**src/hdl/qst_pkg.sv**
```systemverilog
// Shared types, constants and helpers for the query string tokenizer.
// Used by qst_scan, qst_result_fifo and query_string_tokenizer_top.
package qst_pkg;

  // Width of the position, offset and length counters.
  localparam int OFFSET_BITS = 16;
  // Width of the offset and length fields of a result item.
  localparam int FIELD_W     = 16;
  localparam int KIND_W      = 2;
  localparam int WIDE_W      = OFFSET_BITS + FIELD_W;

  // Token kinds.
  localparam logic [KIND_W-1:0] KIND_KEY   = 2'd0;
  localparam logic [KIND_W-1:0] KIND_PARAM = 2'd1;
  localparam logic [KIND_W-1:0] KIND_DONE  = 2'd2;

  // Special characters.
  localparam logic [7:0] CHAR_AMP  = 8'h26;
  localparam logic [7:0] CHAR_SEMI = 8'h3b;
  localparam logic [7:0] CHAR_EQ   = 8'h3d;
  localparam logic [7:0] CHAR_NUL  = 8'h00;

  // Result queue geometry.
  localparam int QDEPTH = 4;
  localparam int PTR_W  = $clog2(QDEPTH);
  localparam int CNT_W  = $clog2(QDEPTH + 1);

  typedef logic [OFFSET_BITS-1:0] offset_t;
  typedef logic [FIELD_W-1:0]     field_t;

  // One result item.
  typedef struct packed {
    logic [KIND_W-1:0] token_kind;
    field_t            key_start;
    field_t            key_len;
    field_t            value_start;
    field_t            value_len;
    logic              run_end;
  } qst_result_t;

  // Up to two result items produced by one input item.
  typedef struct packed {
    logic [1:0]  count;
    qst_result_t first;
    qst_result_t second;
  } qst_push_t;

  // Increment that sticks at the all-ones value.
  function automatic offset_t sat_inc(input offset_t v);
    offset_t res;
    if (v == {OFFSET_BITS{1'b1}}) begin
      res = v;
    end else begin
      res = v + offset_t'(1);
    end
    return res;
  endfunction

  // Resize a counter value to the result field width.
  function automatic field_t to_field(input offset_t v);
    logic [WIDE_W-1:0] w;
    w = WIDE_W'(v);
    return w[FIELD_W-1:0];
  endfunction

endpackage

```
**src/hdl/qst_scan.sv**
```systemverilog
// Per-byte tokenizer state and token decision logic.
// Depends on qst_pkg; feeds result items to qst_result_fifo.
module qst_scan (
  input  logic              clk,
  input  logic              rst_n,
  input  logic              fire,
  input  logic [7:0]        data_byte,
  input  logic              stream_end,
  output qst_pkg::qst_push_t push
);
  import qst_pkg::*;

  logic    in_value_r, in_value_nxt;
  offset_t position_r, position_nxt;
  offset_t key_offset_r, key_offset_nxt;
  offset_t key_count_r, key_count_nxt;
  offset_t value_offset_r, value_offset_nxt;
  offset_t value_count_r, value_count_nxt;

  logic        is_sep;
  logic        is_eq;
  logic        tok_valid;
  qst_result_t tok;
  qst_result_t done_res;

  assign is_sep = (data_byte == CHAR_AMP) || (data_byte == CHAR_SEMI) ||
                  (data_byte == CHAR_NUL);
  assign is_eq  = (data_byte == CHAR_EQ);

  // Next state and the token, if any, that this byte produces.
  always_comb begin
    in_value_nxt     = in_value_r;
    position_nxt     = position_r;
    key_offset_nxt   = key_offset_r;
    key_count_nxt    = key_count_r;
    value_offset_nxt = value_offset_r;
    value_count_nxt  = value_count_r;
    tok_valid        = 1'b0;
    tok              = '0;

    if (!in_value_r) begin
      if (is_eq) begin
        in_value_nxt     = 1'b1;
        value_offset_nxt = sat_inc(position_r);
        value_count_nxt  = '0;
      end else if (is_sep) begin
        tok_valid        = (key_count_r != '0);
        tok.token_kind   = KIND_KEY;
        tok.key_start    = to_field(key_offset_r);
        tok.key_len      = to_field(key_count_r);
        key_offset_nxt   = sat_inc(position_r);
        key_count_nxt    = '0;
      end else begin
        key_count_nxt    = sat_inc(key_count_r);
      end
    end else begin
      if (is_sep || is_eq) begin
        tok_valid        = (key_count_r != '0);
        tok.token_kind   = KIND_PARAM;
        tok.key_start    = to_field(key_offset_r);
        tok.key_len      = to_field(key_count_r);
        tok.value_start  = to_field(value_offset_r);
        tok.value_len    = to_field(value_count_r);
        in_value_nxt     = 1'b0;
        key_offset_nxt   = sat_inc(position_r);
        key_count_nxt    = '0;
        value_offset_nxt = '0;
        value_count_nxt  = '0;
      end else begin
        value_count_nxt  = sat_inc(value_count_r);
      end
    end

    // On the final byte, flush any open token and return to the reset state.
    // A token ended by this byte leaves the key empty, so at most one applies.
    if (stream_end) begin
      if (key_count_nxt != '0) begin
        tok_valid      = 1'b1;
        tok            = '0;
        tok.key_start  = to_field(key_offset_nxt);
        tok.key_len    = to_field(key_count_nxt);
        if (in_value_nxt) begin
          tok.token_kind  = KIND_PARAM;
          tok.value_start = to_field(value_offset_nxt);
          tok.value_len   = to_field(value_count_nxt);
        end else begin
          tok.token_kind  = KIND_KEY;
        end
      end
      in_value_nxt     = 1'b0;
      position_nxt     = '0;
      key_offset_nxt   = '0;
      key_count_nxt    = '0;
      value_offset_nxt = '0;
      value_count_nxt  = '0;
    end else begin
      position_nxt = sat_inc(position_r);
    end
  end

  // Assemble the result items for the queue; the last one carries run_end.
  always_comb begin
    done_res            = '0;
    done_res.token_kind = KIND_DONE;
    done_res.run_end    = 1'b1;
    push                = '0;
    if (stream_end) begin
      if (tok_valid) begin
        push.count  = 2'd2;
        push.first  = tok;
        push.second = done_res;
      end else begin
        push.count  = 2'd1;
        push.first  = done_res;
      end
    end else if (tok_valid) begin
      push.count         = 2'd1;
      push.first         = tok;
      push.first.run_end = 1'b1;
    end
    if (!fire) begin
      push.count = 2'd0;
    end
  end

  // State registers advance on each accepted item.
  always_ff @(posedge clk) begin
    if (!rst_n) begin
      in_value_r     <= 1'b0;
      position_r     <= '0;
      key_offset_r   <= '0;
      key_count_r    <= '0;
      value_offset_r <= '0;
      value_count_r  <= '0;
    end else if (fire) begin
      in_value_r     <= in_value_nxt;
      position_r     <= position_nxt;
      key_offset_r   <= key_offset_nxt;
      key_count_r    <= key_count_nxt;
      value_offset_r <= value_offset_nxt;
      value_count_r  <= value_count_nxt;
    end
  end

endmodule

```
**src/hdl/qst_result_fifo.sv**
```systemverilog
// Small result queue: takes up to two result items per cycle, gives one.
// Depends on qst_pkg.
module qst_result_fifo (
  input  logic                clk,
  input  logic                rst_n,
  input  qst_pkg::qst_push_t  push,
  input  logic                pop,
  output logic                not_empty,
  output logic                almost_full,
  output qst_pkg::qst_result_t head
);
  import qst_pkg::*;

  qst_result_t       mem_r [QDEPTH];
  logic [PTR_W-1:0]  wr_ptr_r, wr_ptr_nxt;
  logic [PTR_W-1:0]  rd_ptr_r, rd_ptr_nxt;
  logic [CNT_W-1:0]  count_r, count_nxt;
  logic [PTR_W-1:0]  wr_ptr_p1;
  logic              do_pop;

  assign not_empty   = (count_r != '0);
  // Accept a new item only when two free slots are guaranteed.
  assign almost_full = (count_r > CNT_W'(QDEPTH - 2));
  assign head        = mem_r[rd_ptr_r];
  assign do_pop      = pop && not_empty;
  assign wr_ptr_p1   = wr_ptr_r + PTR_W'(1);

  // Pointer and fill count bookkeeping.
  always_comb begin
    wr_ptr_nxt = wr_ptr_r + PTR_W'(push.count);
    rd_ptr_nxt = do_pop ? rd_ptr_r + PTR_W'(1) : rd_ptr_r;
    count_nxt  = count_r + CNT_W'(push.count) - CNT_W'(do_pop);
  end

  always_ff @(posedge clk) begin
    if (!rst_n) begin
      wr_ptr_r <= '0;
      rd_ptr_r <= '0;
      count_r  <= '0;
    end else begin
      wr_ptr_r <= wr_ptr_nxt;
      rd_ptr_r <= rd_ptr_nxt;
      count_r  <= count_nxt;
    end
  end

  // Storage writes; no reset needed for payload.
  always_ff @(posedge clk) begin
    if (push.count != 2'd0) begin
      mem_r[wr_ptr_r] <= push.first;
    end
    if (push.count == 2'd2) begin
      mem_r[wr_ptr_p1] <= push.second;
    end
  end

endmodule

```
**src/hdl/query_string_tokenizer_top.sv**
```systemverilog
// Query string tokenizer: one byte per item in, KEY/PARAM/DONE tokens out.
// Each result item is written into the result queue when its byte is accepted.
// Throughput: one byte per cycle while in_stall is low; a byte that gives two items
// (token plus DONE) takes an extra output slot, absorbed by the four-entry result queue.
// Reset (rst_n low, synchronous) returns to key phase at offset 0, queue empty.
module query_string_tokenizer_top (
  input  logic        clk,
  input  logic        rst_n,
  input  logic        in_valid,
  output logic        in_stall,
  input  logic [7:0]  in_data_byte,
  input  logic        in_stream_end,
  output logic        out_valid,
  input  logic        out_stall,
  output logic [1:0]  out_token_kind,
  output logic [15:0] out_key_start,
  output logic [15:0] out_key_len,
  output logic [15:0] out_value_start,
  output logic [15:0] out_value_len,
  output logic        out_run_end
);
  import qst_pkg::*;

  logic        in_fire;
  logic        q_almost_full;
  qst_push_t   push;
  qst_result_t head;

  assign in_stall = q_almost_full;
  assign in_fire  = in_valid && !in_stall;

  // Token decision and counters.
  qst_scan u_scan (
    .clk        (clk),
    .rst_n      (rst_n),
    .fire       (in_fire),
    .data_byte  (in_data_byte),
    .stream_end (in_stream_end),
    .push       (push)
  );

  // Result queue toward the output channel.
  qst_result_fifo u_fifo (
    .clk         (clk),
    .rst_n       (rst_n),
    .push        (push),
    .pop         (!out_stall),
    .not_empty   (out_valid),
    .almost_full (q_almost_full),
    .head        (head)
  );

  assign out_token_kind  = head.token_kind;
  assign out_key_start   = head.key_start;
  assign out_key_len     = head.key_len;
  assign out_value_start = head.value_start;
  assign out_value_len   = head.value_len;
  assign out_run_end     = head.run_end;

`ifndef SYNTH
  // A final byte always leaves at least its DONE item waiting.
  a_done_follows_end: assert property (@(posedge clk) disable iff (!rst_n)
    in_fire && in_stream_end |=> out_valid)
    else $error("no result item after final byte");

  // DONE closes the run of its byte and carries no offsets.
  a_done_shape: assert property (@(posedge clk) disable iff (!rst_n)
    out_valid && out_token_kind == KIND_DONE |->
      out_run_end && out_key_start == '0 && out_key_len == '0)
    else $error("malformed DONE item");

  // Only PARAM items carry a value.
  a_value_only_param: assert property (@(posedge clk) disable iff (!rst_n)
    out_valid && out_token_kind != KIND_PARAM |->
      out_value_start == '0 && out_value_len == '0)
    else $error("value fields set on non-PARAM item");

  // KEY and PARAM items never have an empty key.
  a_key_nonempty: assert property (@(posedge clk) disable iff (!rst_n)
    out_valid && (out_token_kind == KIND_KEY || out_token_kind == KIND_PARAM) |->
      out_key_len != '0)
    else $error("token with empty key emitted");
`endif

endmodule
```
**config.mk**
```make
export PLATFORM = sky130hd
export DESIGN_NAME = query_string_tokenizer_top
export DESIGN_NICKNAME = d
export VERILOG_FILES = /design/src/hdl/qst_pkg.sv /design/src/hdl/qst_scan.sv /design/src/hdl/qst_result_fifo.sv /design/src/hdl/query_string_tokenizer_top.sv
export SDC_FILE = /design/constraint.sdc
export NUM_CORES = 1
export LEC_CHECK = 0
export ABC_CLOCK_PERIOD_IN_PS = 6250
export BUFFER_PORTS_ARGS = -buffer_cell sky130_fd_sc_hd__buf_2
export CORE_UTILIZATION = 61
export DETAILED_ROUTE_END_ITERATION = 6
export GPL_ROUTABILITY_DRIVEN = 0
export PLACE_DENSITY_LB_ADDON = 0.15
export SLEW_MARGIN = 20
export SYNTH_ARGS = -nofsm -noshare
export SYNTH_HDL_FRONTEND = slang
export SYNTH_SLANG_ARGS = --single-unit
```
**constraint.sdc**
```tcl
create_clock -name clk -period 6.25 [get_ports clk]
set_input_delay 1.25 -clock clk [delete_from_list [all_inputs] [get_ports clk]]
set_output_delay 1.25 -clock clk [all_outputs]
set_load 0.01 [all_outputs]
```
==> results of run 1 <==
-- kinds of logic after synthesis --
logic type,after synthesis,synth area share (%)
AOI/OAI and AO/OA,525,23.98
DFF,358,44.12
xor gates and xnor gates,19,1.013
adders and majority gates,9,0.7312
muxes,73,9.567
buffers and inverters,166,4.943
and+or+nand+nor,521,15.65
-- cell usage after synthesis, types with 9 or more instances --
cell and number:
clkbuf_1 87, buf_4 14, buf_1 10, a22o_1 139, buf_6 16, a211oi_1 65, and2_1 23, and3_1 13
a22oi_1 78, nor2b_1 66, o22ai_1 13, nor3_1 20, mux4_2 67, or3_1 9, inv_1 25, dfxtp_1 350
a21oi_1 85, o2bb2ai_1 13, nor2_1 115, xnor2_1 15, nand3_1 23, o21ai_0 43, a21oi_2 13, nand2_1 183
buf_2 11, nand4_1 17
-- path summary, 6_finish.rpt --
| check | start | endpoint | depth (start not counted) |
|---|---|---|---|
| max | in_data_byte[5] | u_fifo.count_r[2] | 17 |
| min | u_fifo.mem_r[3][52] | u_fifo.mem_r[3][52] | 2 |
| max reg2reg | u_scan.key_count_r[0] | u_fifo.count_r[2] | 17 |
| min reg2reg | u_fifo.mem_r[3][52] | u_fifo.mem_r[3][52] | 2 |
-- stage by stage --
step | worst slack [ns] | power (µW) | hold slack, ns | area, µm² | utilization (%)
4_1_cts | 1.006 | 5780 | 0.4510 | 18030 | 68.79
3_5_place_dp | 0.5028 | 3641 | 0.4431 | 16830 | 64.24
5_1_grt | 0.7041 | 5985 | 0.4693 | 18040 | 68.85
3_3_place_gp | 0.5345 | 3616 | 0.4393 | 16830 | 64.24
6_report | 0.9088 | 5761 | 0.4535 | 18040 | 68.85
2_1_floorplan | 0.7966 | 3336 | 0.4271 | 16430 | -
-- final cells by class --
type / count / share of cell area (%)
timing repair buffer: 114 / 3.620
clock inverter: 6 / 0.3329
tap: 335 / 2.323
multi-input combinational: 1147 / 46.69
antenna: 1 / 0.01387
sequential: 358 / 40.21
clock buffer: 57 / 6.276
inverter: 26 / 0.5409
-- cells in the final DEF, fill, tap and decap left out, types with 9 or more instances in the layout --
cell type and n:
dfxtp_1 348, nand2_1 182, a22o_1 139, nor2_1 108, a21oi_1 85, buf_2 81, a22oi_1 78, mux4_2 67
nor2b_1 66, a211oi_1 65, o21ai_0 43, clkbuf_16 38, buf_4 33, inv_1 25, nand3_1 23, and2_1 23
nor3_1 20, nand4_1 17, xnor2_1 15, and3_1 13, a21oi_2 13, o22ai_1 13, o2bb2ai_1 13, clkbuf_8 11
or3_1 9
-- critical path, cell delays in order --
cell	delay, ns
buf_2	0.13
or3_4	0.40
a21oi_2	0.15
o21a_1	0.39
o21ai_1	0.25
a311oi_1	0.37
or4b_4	0.56
nor4_4	0.33
nand2_2	0.22
a21o_1	0.33
ha_1	0.29
inv_1	0.04
ha_1	0.19
fa_1	0.44
xnor2_1	0.20
xnor2_1	0.08
and2_1	0.15
-- power by group through the flow --
stage | logic [µW] | registers, µW | clock network, µW
CTS | 986 | 2610 | 2180
global placement | 963 | 2650 | 0
detailed placement | 980 | 2660 | 0
floorplan | 780 | 2560 | 0
global route | 1060 | 2640 | 2280
finish | 985 | 2610 | 2170
-- layer usage --
| metal | vias up | global-route usage, % |
|---|---|---|
| li1 | 6277 | - |
| met1 | 6689 | 45.59 |
| met2 | 653 | 49.90 |
| met3 | 105 | 4.385 |
| met4 | 0 | 11.21 |
| met5 | - | 0 |
-- sequential cells by signal, summed over array words and instances, names as in the netlist, named ones only --
signal / cells
u_fifo.count_r: 3
u_fifo.mem_r: 268
u_fifo.rd_ptr_r: 2
u_fifo.wr_ptr_r: 2
u_scan.in_value_r: 1
u_scan.key_count_r: 16
u_scan.key_offset_r: 16
u_scan.position_r: 16
u_scan.value_count_r: 16
u_scan.value_offset_r: 16
==> run metrics, run 1 <==
share of power burned in registers 45.3%; peak supply drop 0.2684 mV; Final period util 85.46%; layout cell share with drive strength beyond 1 17.68%; syn_nets 1693; clk_lat worst skew 0.54 ns; ys async rst share 0%; final hold vios 0; WL met1 19.17 mm; TritonCTS buffer count 37; CTS tree built; crit path launch type input pin; fmax 187.2 MHz; Max FO, Critical Path 9; gr usage total 31.98%; WL final 44.41 mm; mean post-synth cell area 9.831 µm²; final setup vio count 0; CTS root buffer clkbuf_16; violated checks DRC; Initial Util 62.68%; CTS Sinks 358; Combinational Power Share 17.1%; post-route setup TNS 0 ns; # fillers 2059; vias per cell 6.714; Post-DP HPWL 27.76 mm; grt total ovfl 0; Gate Count Post-Synth 1671; 1st-iter DRT viols 1449; first-pass GRT wire length 71.05 mm; Die ar. 0.02759 mm²; clk buf depth 3; Core Box Area 0.02621 mm²; layout net count 1706; footprint of the multi-input gates 0.008423 mm²; Worst-Margin Slew 0.9317 ns; WL met2 20.49 mm; DRT Pass-1 Iters 7; max layer used met4; Post-synth EDFFs 8; largest area contributor in the netlist dfxtp_1; Max Cap Viol 0; PwrDens 319.3 mW/mm²; largest net degree at the start of global routing 69; Post-CTS Setup Bufs 0; antenna viol nets, final 0; clk_skew 0.01248 ns; area grow syn2layout 9.833%; placed cells 1980; # IOs 82; YS warnings 0; post-CTS sizing 0; I/O Buffers 81; row count 59; sequential share of the synthesized area 44.12%; Post-Layout Cell Count 2044; H-tree depth 2; chip height 166.1 µm; Rel. slew slack 37.47%; critical setup path kind input pin to register; residual DRC count 4; Seq cells post-synth 358; Die Wd 166.1 µm; final critical-path required period 5.341 ns; area share of the largest cell type after synthesis 42.65%; WL/cell 21.73 µm; CTS Hold Bufs 0; outcome finished, violations left; RSZ-0062 raised after global routing false; internal power 4139 µW; via count of the routed design 13720; DR WL met3 3.493 mm; initial antenna violation count 1; register area 0.007254 mm²; clk slew on worst S/H paths 0.06 ns; vias in the first global route 12900; nature of the critical path endpoint register; largest cells by area after synthesis dfxtp_1, mux4_2, a22o_1, nand2_1, a22oi_1; number of distinct library cells after synthesis 83; Sw Pwr 1623 µW; fin. max-slew vios 0; leakage 0.006329 µW; Worst Path Arrival 5.77 ns; switch share 28.16%; reg2reg setup slack 1.03 ns; predominant post-synthesis flop cell dfxtp_1; Worst EP required 6.68 ns; Post-Syn Area 0.01643 mm²; power share of the clock group 37.6%; Hold WC Path Type register to register
Power figures use the tool's default switching activity.
==> run 2, diff against run 1 <==
--- a/config.mk
+++ b/config.mk
@@ -7,10 +7,11 @@
 export LEC_CHECK = 0
 export ABC_CLOCK_PERIOD_IN_PS = 6250
 export BUFFER_PORTS_ARGS = -buffer_cell sky130_fd_sc_hd__buf_2
+export CAP_MARGIN = 20
 export CORE_UTILIZATION = 61
 export DETAILED_ROUTE_END_ITERATION = 6
 export GPL_ROUTABILITY_DRIVEN = 0
-export PLACE_DENSITY_LB_ADDON = 0.15
+export PLACE_DENSITY = 0.79
 export SLEW_MARGIN = 20
 export SYNTH_ARGS = -nofsm -noshare
 export SYNTH_HDL_FRONTEND = slang
==> run 2 against run 1 <==
Against the previous run: the flow still finishes with violations (DRC); sequential cell count is the same; via count grew 0.43%; register-to-register slack lost 0.02 ns; final cell count grew 0.20%; critical path depth is the same; clock-buffer cell count is the same; sequential share of layout area is essentially flat; non-clock buffer count grew 1.
==> run metrics, run 2 (synthesized netlist as in run 1, its figures left out) <==
TritonCTS buffer count 37; Die Wd 166.1 µm; Post-CTS Setup Bufs 0; Largest Register u_fifo.mem_r; final critical-path required period 5.413 ns; Final period util 86.60%; footprint of the multi-input gates 0.008417 mm²; Worst setup startpoint in_data_byte[5]; H-tree depth 2; clk_lat worst skew 0.54 ns; critical setup path kind input pin to register; clk buf depth 3; clk slew on worst S/H paths 0.06 ns; vias in the first global route 13400; Post-DP HPWL 27.88 mm; # fillers 1991; residual DRC count 7; first-pass GRT wire length 71.45 mm; layout cell share with drive strength beyond 1 17.58%; leakage 0.006318 µW; area grow syn2layout 9.719%; Hold WC Path Type register to register; DRT Pass-1 Iters 7; Post-Layout Cell Count 2048; outcome finished, violations left; 1st-iter DRT viols 1506; final hold vios 0; Worst-Margin Slew 1.153 ns; Initial Util 62.68%; CTS Sinks 358; grt total ovfl 0; reg2reg setup slack 1.01 ns; most frequent cells in the layout dfxtp_1, nand2_1, a22o_1; clk_skew 0.02707 ns; CTS Hold Bufs 0; I/O Buffers 81; CTS tree built; cell depth of the worst flop-to-flop path 17; most common cell after layout, fill and taps aside dfxtp_1; peak supply drop 0.2506 mV; met3 Track Usage GR 4.385%; placed cells 1981; CTS root buffer clkbuf_16; initial antenna violation count 1; chip height 166.1 µm; crit path to u_fifo.count_r[2]; row count 59; RSZ-0062 raised after global routing false; vias per cell 6.730; register area 0.007254 mm²; gr usage total 31.97%; PwrDens 317.9 mW/mm²; final setup vio count 0; Max Cap Viol 0; layout net count 1707; Die ar. 0.02759 mm²; M1 GR Usage 43.41%; fmax 184.8 MHz; crit path launch type input pin; WL/cell 21.51 µm; via count of the routed design 13780; largest net degree at the start of global routing 90; nature of the critical path endpoint register; # IOs 82; Tot Pwr 5729 µW; violated checks DRC; Core Box Area 0.02621 mm²; worst r2r src u_scan.key_count_r[0]; busiest grt layer met2; Worst Path Arrival 5.83 ns; Crit Reg-Reg Endpoint u_fifo.count_r[2]; post-CTS sizing 0; Largest register FFs 268; WL final 44.06 mm; antenna viol nets, final 0; grt met2 use 52.03%; Worst EP required 6.66 ns; Rel. slew slack 22.84%; Max FO, Critical Path 9; fin. max-slew vios 0; post-route setup TNS 0 ns
## run 2: changes by cell type in the layout (fill, tap and decap cells not counted), sizes merged
cell / change
clkinvlp: +2
inv: -1
buf: +1
clkinv: +2
## run 2: layer usage
| layer | vias up | wire length, µm |
|---|---|---|
| met5 | - | 0 |
| met4 | 0 | 1492 |
| met3 | 115 | 3353 |
| met2 | 669 | 20590 |
| met1 | 6725 | 18620 |
| li1 | 6274 | - |
## run 2: cell type report
class | count | area share (%)
multi-input cells | 1147 | 46.70
flip-flops and latches | 358 | 40.25
clock buffers | 57 | 6.060
repair buffers | 115 | 3.665
well taps | 335 | 2.326
inverters | 26 | 0.5415
clock inverters | 9 | 0.4443
diodes | 1 | 0.01388
## run 2: how the worst min path moves through the flow
stage | startpoint | endpoint | slack (ns) | cells past startpoint
2_1_floorplan | u_fifo.mem_r[2][1] | u_fifo.mem_r[2][1] | 0.43 | 1
3_3_place_gp | u_fifo.mem_r[2][64] | u_fifo.mem_r[2][64] | 0.44 | 2
3_5_place_dp | u_fifo.mem_r[3][22] | u_fifo.mem_r[3][22] | 0.45 | 1
5_1_grt | u_fifo.mem_r[1][55] | u_fifo.mem_r[1][55] | 0.47 | 2
6_report | u_fifo.mem_r[0][59] | u_fifo.mem_r[0][59] | 0.45 | 2
4_1_cts | u_fifo.mem_r[1][54] | u_fifo.mem_r[1][54] | 0.45 | 2
## run 2: critical path, stage by stage
cell     delay, ns
buf_2         0.13
or3_4         0.40
a21oi_2       0.15
o21a_1        0.42
o21ai_1       0.26
a31o_2        0.32
or4b_4        0.53
nor4_4        0.42
nand2_2       0.23
a21o_1        0.32
ha_1          0.30
inv_1         0.05
ha_1          0.19
fa_1          0.44
xnor2_1       0.19
xnor2_1       0.08
and2_1        0.15
## run 2: power by group
part	leakage [µW]	switching, µW	internal (µW)
clock network	0.000570	912	1220
registers	0.00291	171	2450
logic	0.00284	544	434
## run 2: metrics by stage
stage                     hold WS [ns]  area [µm²]  setup slack [ns]  utilization, %
after floorplan                 0.4271       16430            0.7966               -
after detailed placement        0.4456       16840            0.4054           64.27
after global placement          0.4387       16840            0.5099           64.26
after CTS                       0.4543       18020            0.9345           68.75
final                           0.4504       18020            0.8374           68.78
after global routing            0.4748       18020            0.6305           68.78
==> run 3, diff against run 2 <==
--- a/config.mk
+++ b/config.mk
@@ -8,10 +8,10 @@
 export ABC_CLOCK_PERIOD_IN_PS = 6250
 export BUFFER_PORTS_ARGS = -buffer_cell sky130_fd_sc_hd__buf_2
 export CAP_MARGIN = 20
-export CORE_UTILIZATION = 61
+export CORE_UTILIZATION = 60
 export DETAILED_ROUTE_END_ITERATION = 6
 export GPL_ROUTABILITY_DRIVEN = 0
-export PLACE_DENSITY = 0.79
+export PLACE_DENSITY = 0.78
 export SLEW_MARGIN = 20
 export SYNTH_ARGS = -nofsm -noshare
 export SYNTH_HDL_FRONTEND = slang
==> run 3 against run 2 <==
Against the previous run: the flow now finishes without violations; combinational power fell by 0.6%; utilization is 1.3 points lower; clock skew decreased by 0.0077 ns; die area up 1.7%; critical path depth unchanged; first-iteration DRC count grew 8.9%; sequential cell count unchanged.
==> run metrics, run 3 (synthesized netlist as in run 1, its figures left out) <==
vias in the first global route 13010; WL/cell 21.33 µm; layout cell share with drive strength beyond 1 17.78%; leakage 0.006358 µW; TritonCTS buffer count 38; Initial Util 61.12%; Worst EP required 6.68 ns; 1st-iter DRT viols 1640; H-tree depth 2; clk buf depth 3; CTS tree built; grt total ovfl 0; crit path cell chain buf_2 > or3_4 > or3_4 > nand2_1 > a221oi_1 > a311oi_1 > or4b_4 > nor4_4 > nand2_2 > a21o_1 > ha_1 > inv_1 > ha_1 > fa_1 > xnor2_1 > xnor2_1 > and2_1; Die Wd 167.5 µm; Largest Register u_fifo.mem_r; Post-DP HPWL 27.32 mm; crit path launch type input pin; clk_skew 0.01941 ns; Post-Layout Cell Count 2058; Max FO, Critical Path 7; Final period util 85.11%; peak supply drop 0.2102 mV; clk slew on worst S/H paths 0.06 ns; chip height 167.5 µm; Slowest cell on crit path or4b_4; Hold WC Path Type register to register; antenna viol nets, final 0; Die ar. 0.02804 mm²; fin. max-slew vios 0; Max Cap Viol 0; largest net degree at the start of global routing 90; DRT Pass-1 Iters 5; PwrDens 323.1 mW/mm²; Rel. slew slack 24.13%; row count 60; # IOs 82; Worst Path Arrival 5.75 ns; RSZ-0062 raised after global routing false; Post-CTS Setup Bufs 0; crit-path max cell delay 0.54 ns; final hold vios 0; final critical-path required period 5.319 ns; CTS root buffer clkbuf_16; via count of the routed design 13720; Worst-Margin Slew 1.134 ns; clk_lat worst skew 0.53 ns; fmax 188.0 MHz; critical setup path kind input pin to register; reg2reg setup slack 1.08 ns; vias per cell 6.667; residual DRC count 0; placed cells 1986; Core Box Area 0.02688 mm²; post-route setup TNS 0 ns; initial antenna violation count 2; I/O Buffers 81; outcome finished clean; nature of the critical path endpoint register; first-pass GRT wire length 70.21 mm; CTS Sinks 358; gr usage total 31.14%; most frequent cells in the layout dfxtp_1, nand2_1, a22o_1; most common cell after layout, fill and taps aside dfxtp_1; post-CTS sizing 0; final setup vio count 0; Largest register FFs 268; CTS Hold Bufs 0; area grow syn2layout 10.32%; WL final 43.91 mm; layout net count 1707
==> run 3: changes by cell type in the layout (fill, tap and decap cells not counted), sizes merged <==
cell,previous run,this run
clkbuf,57,60
buf,115,114
bufinv,0,1
clkinv,7,6
diode,1,2
inv,26,27
==> run 3: critical path: cells and delay by family <==
family,cells,cell delay [ns]
XOR/XNOR,2,0.27
adder cells (fa/ha/maj),3,0.92
AO/OA/AOI/OAI,3,0.75
AND/OR/NAND/NOR,7,2.40
buffers and inverters,2,0.15
==> run 3: power by group <==
| part | total, µW | leakage, µW | internal [µW] | switching, µW |
|---|---|---|---|---|
| sequential | 2630 | 0.00291 | 2450 | 178 |
| clock | 2250 | 0.000615 | 1330 | 922 |
| combinational | 973 | 0.00283 | 436 | 537 |
| total | 5860 | 0.00636 | 4220 | 1640 |
==> run 3: path summary, 6_finish.rpt <==
path                                            start                  end  cells past startpoint
worst max-delay path                  in_data_byte[4]    u_fifo.count_r[2]                     17
worst min-delay path              u_fifo.mem_r[2][54]  u_fifo.mem_r[2][54]                      2
worst max register to register  u_scan.key_count_r[0]    u_fifo.count_r[2]                     17
worst min register to register    u_fifo.mem_r[2][54]  u_fifo.mem_r[2][54]                      2
==> run 3: layout make-up <==
| cell class | instances | area, µm² |
|---|---|---|
| fill | 2058 | 8753 |
| multi-input combinational | 1147 | 8424 |
| sequential | 358 | 7254 |
| clock buffer | 60 | 1165 |
| timing repair buffer | 114 | 653.1 |
| tap | 341 | 426.7 |
| inverter | 26 | 97.59 |
| clock inverter | 10 | 96.34 |
| antenna | 2 | 5.005 |
==> run 3: layer usage <==
metal  global-route usage, %  part of all wire, %  routed length (µm)
met5                       0                    0                   0
met3                   3.947                  7.8                3419
met2                   49.96                   47               20510
met4                   10.29                  2.7                1205
met1                   43.60                   43               18780
==> run 3: through the flow <==
stage | hold WS, ns | setup WS [ns] | instance area, µm² | utilization [%] | power [µW]
after floorplan | 0.4271 | 0.7966 | 16430 | - | 3336
after global placement | 0.4391 | 0.5221 | 16840 | 62.67 | 3617
after detailed placement | 0.4466 | 0.4454 | 16840 | 62.67 | 3638
after CTS | 0.4547 | 0.9997 | 18100 | 67.36 | 5862
after global routing | 0.4685 | 0.6099 | 18120 | 67.43 | 6065
final | 0.4545 | 0.9306 | 18120 | 67.43 | 5855
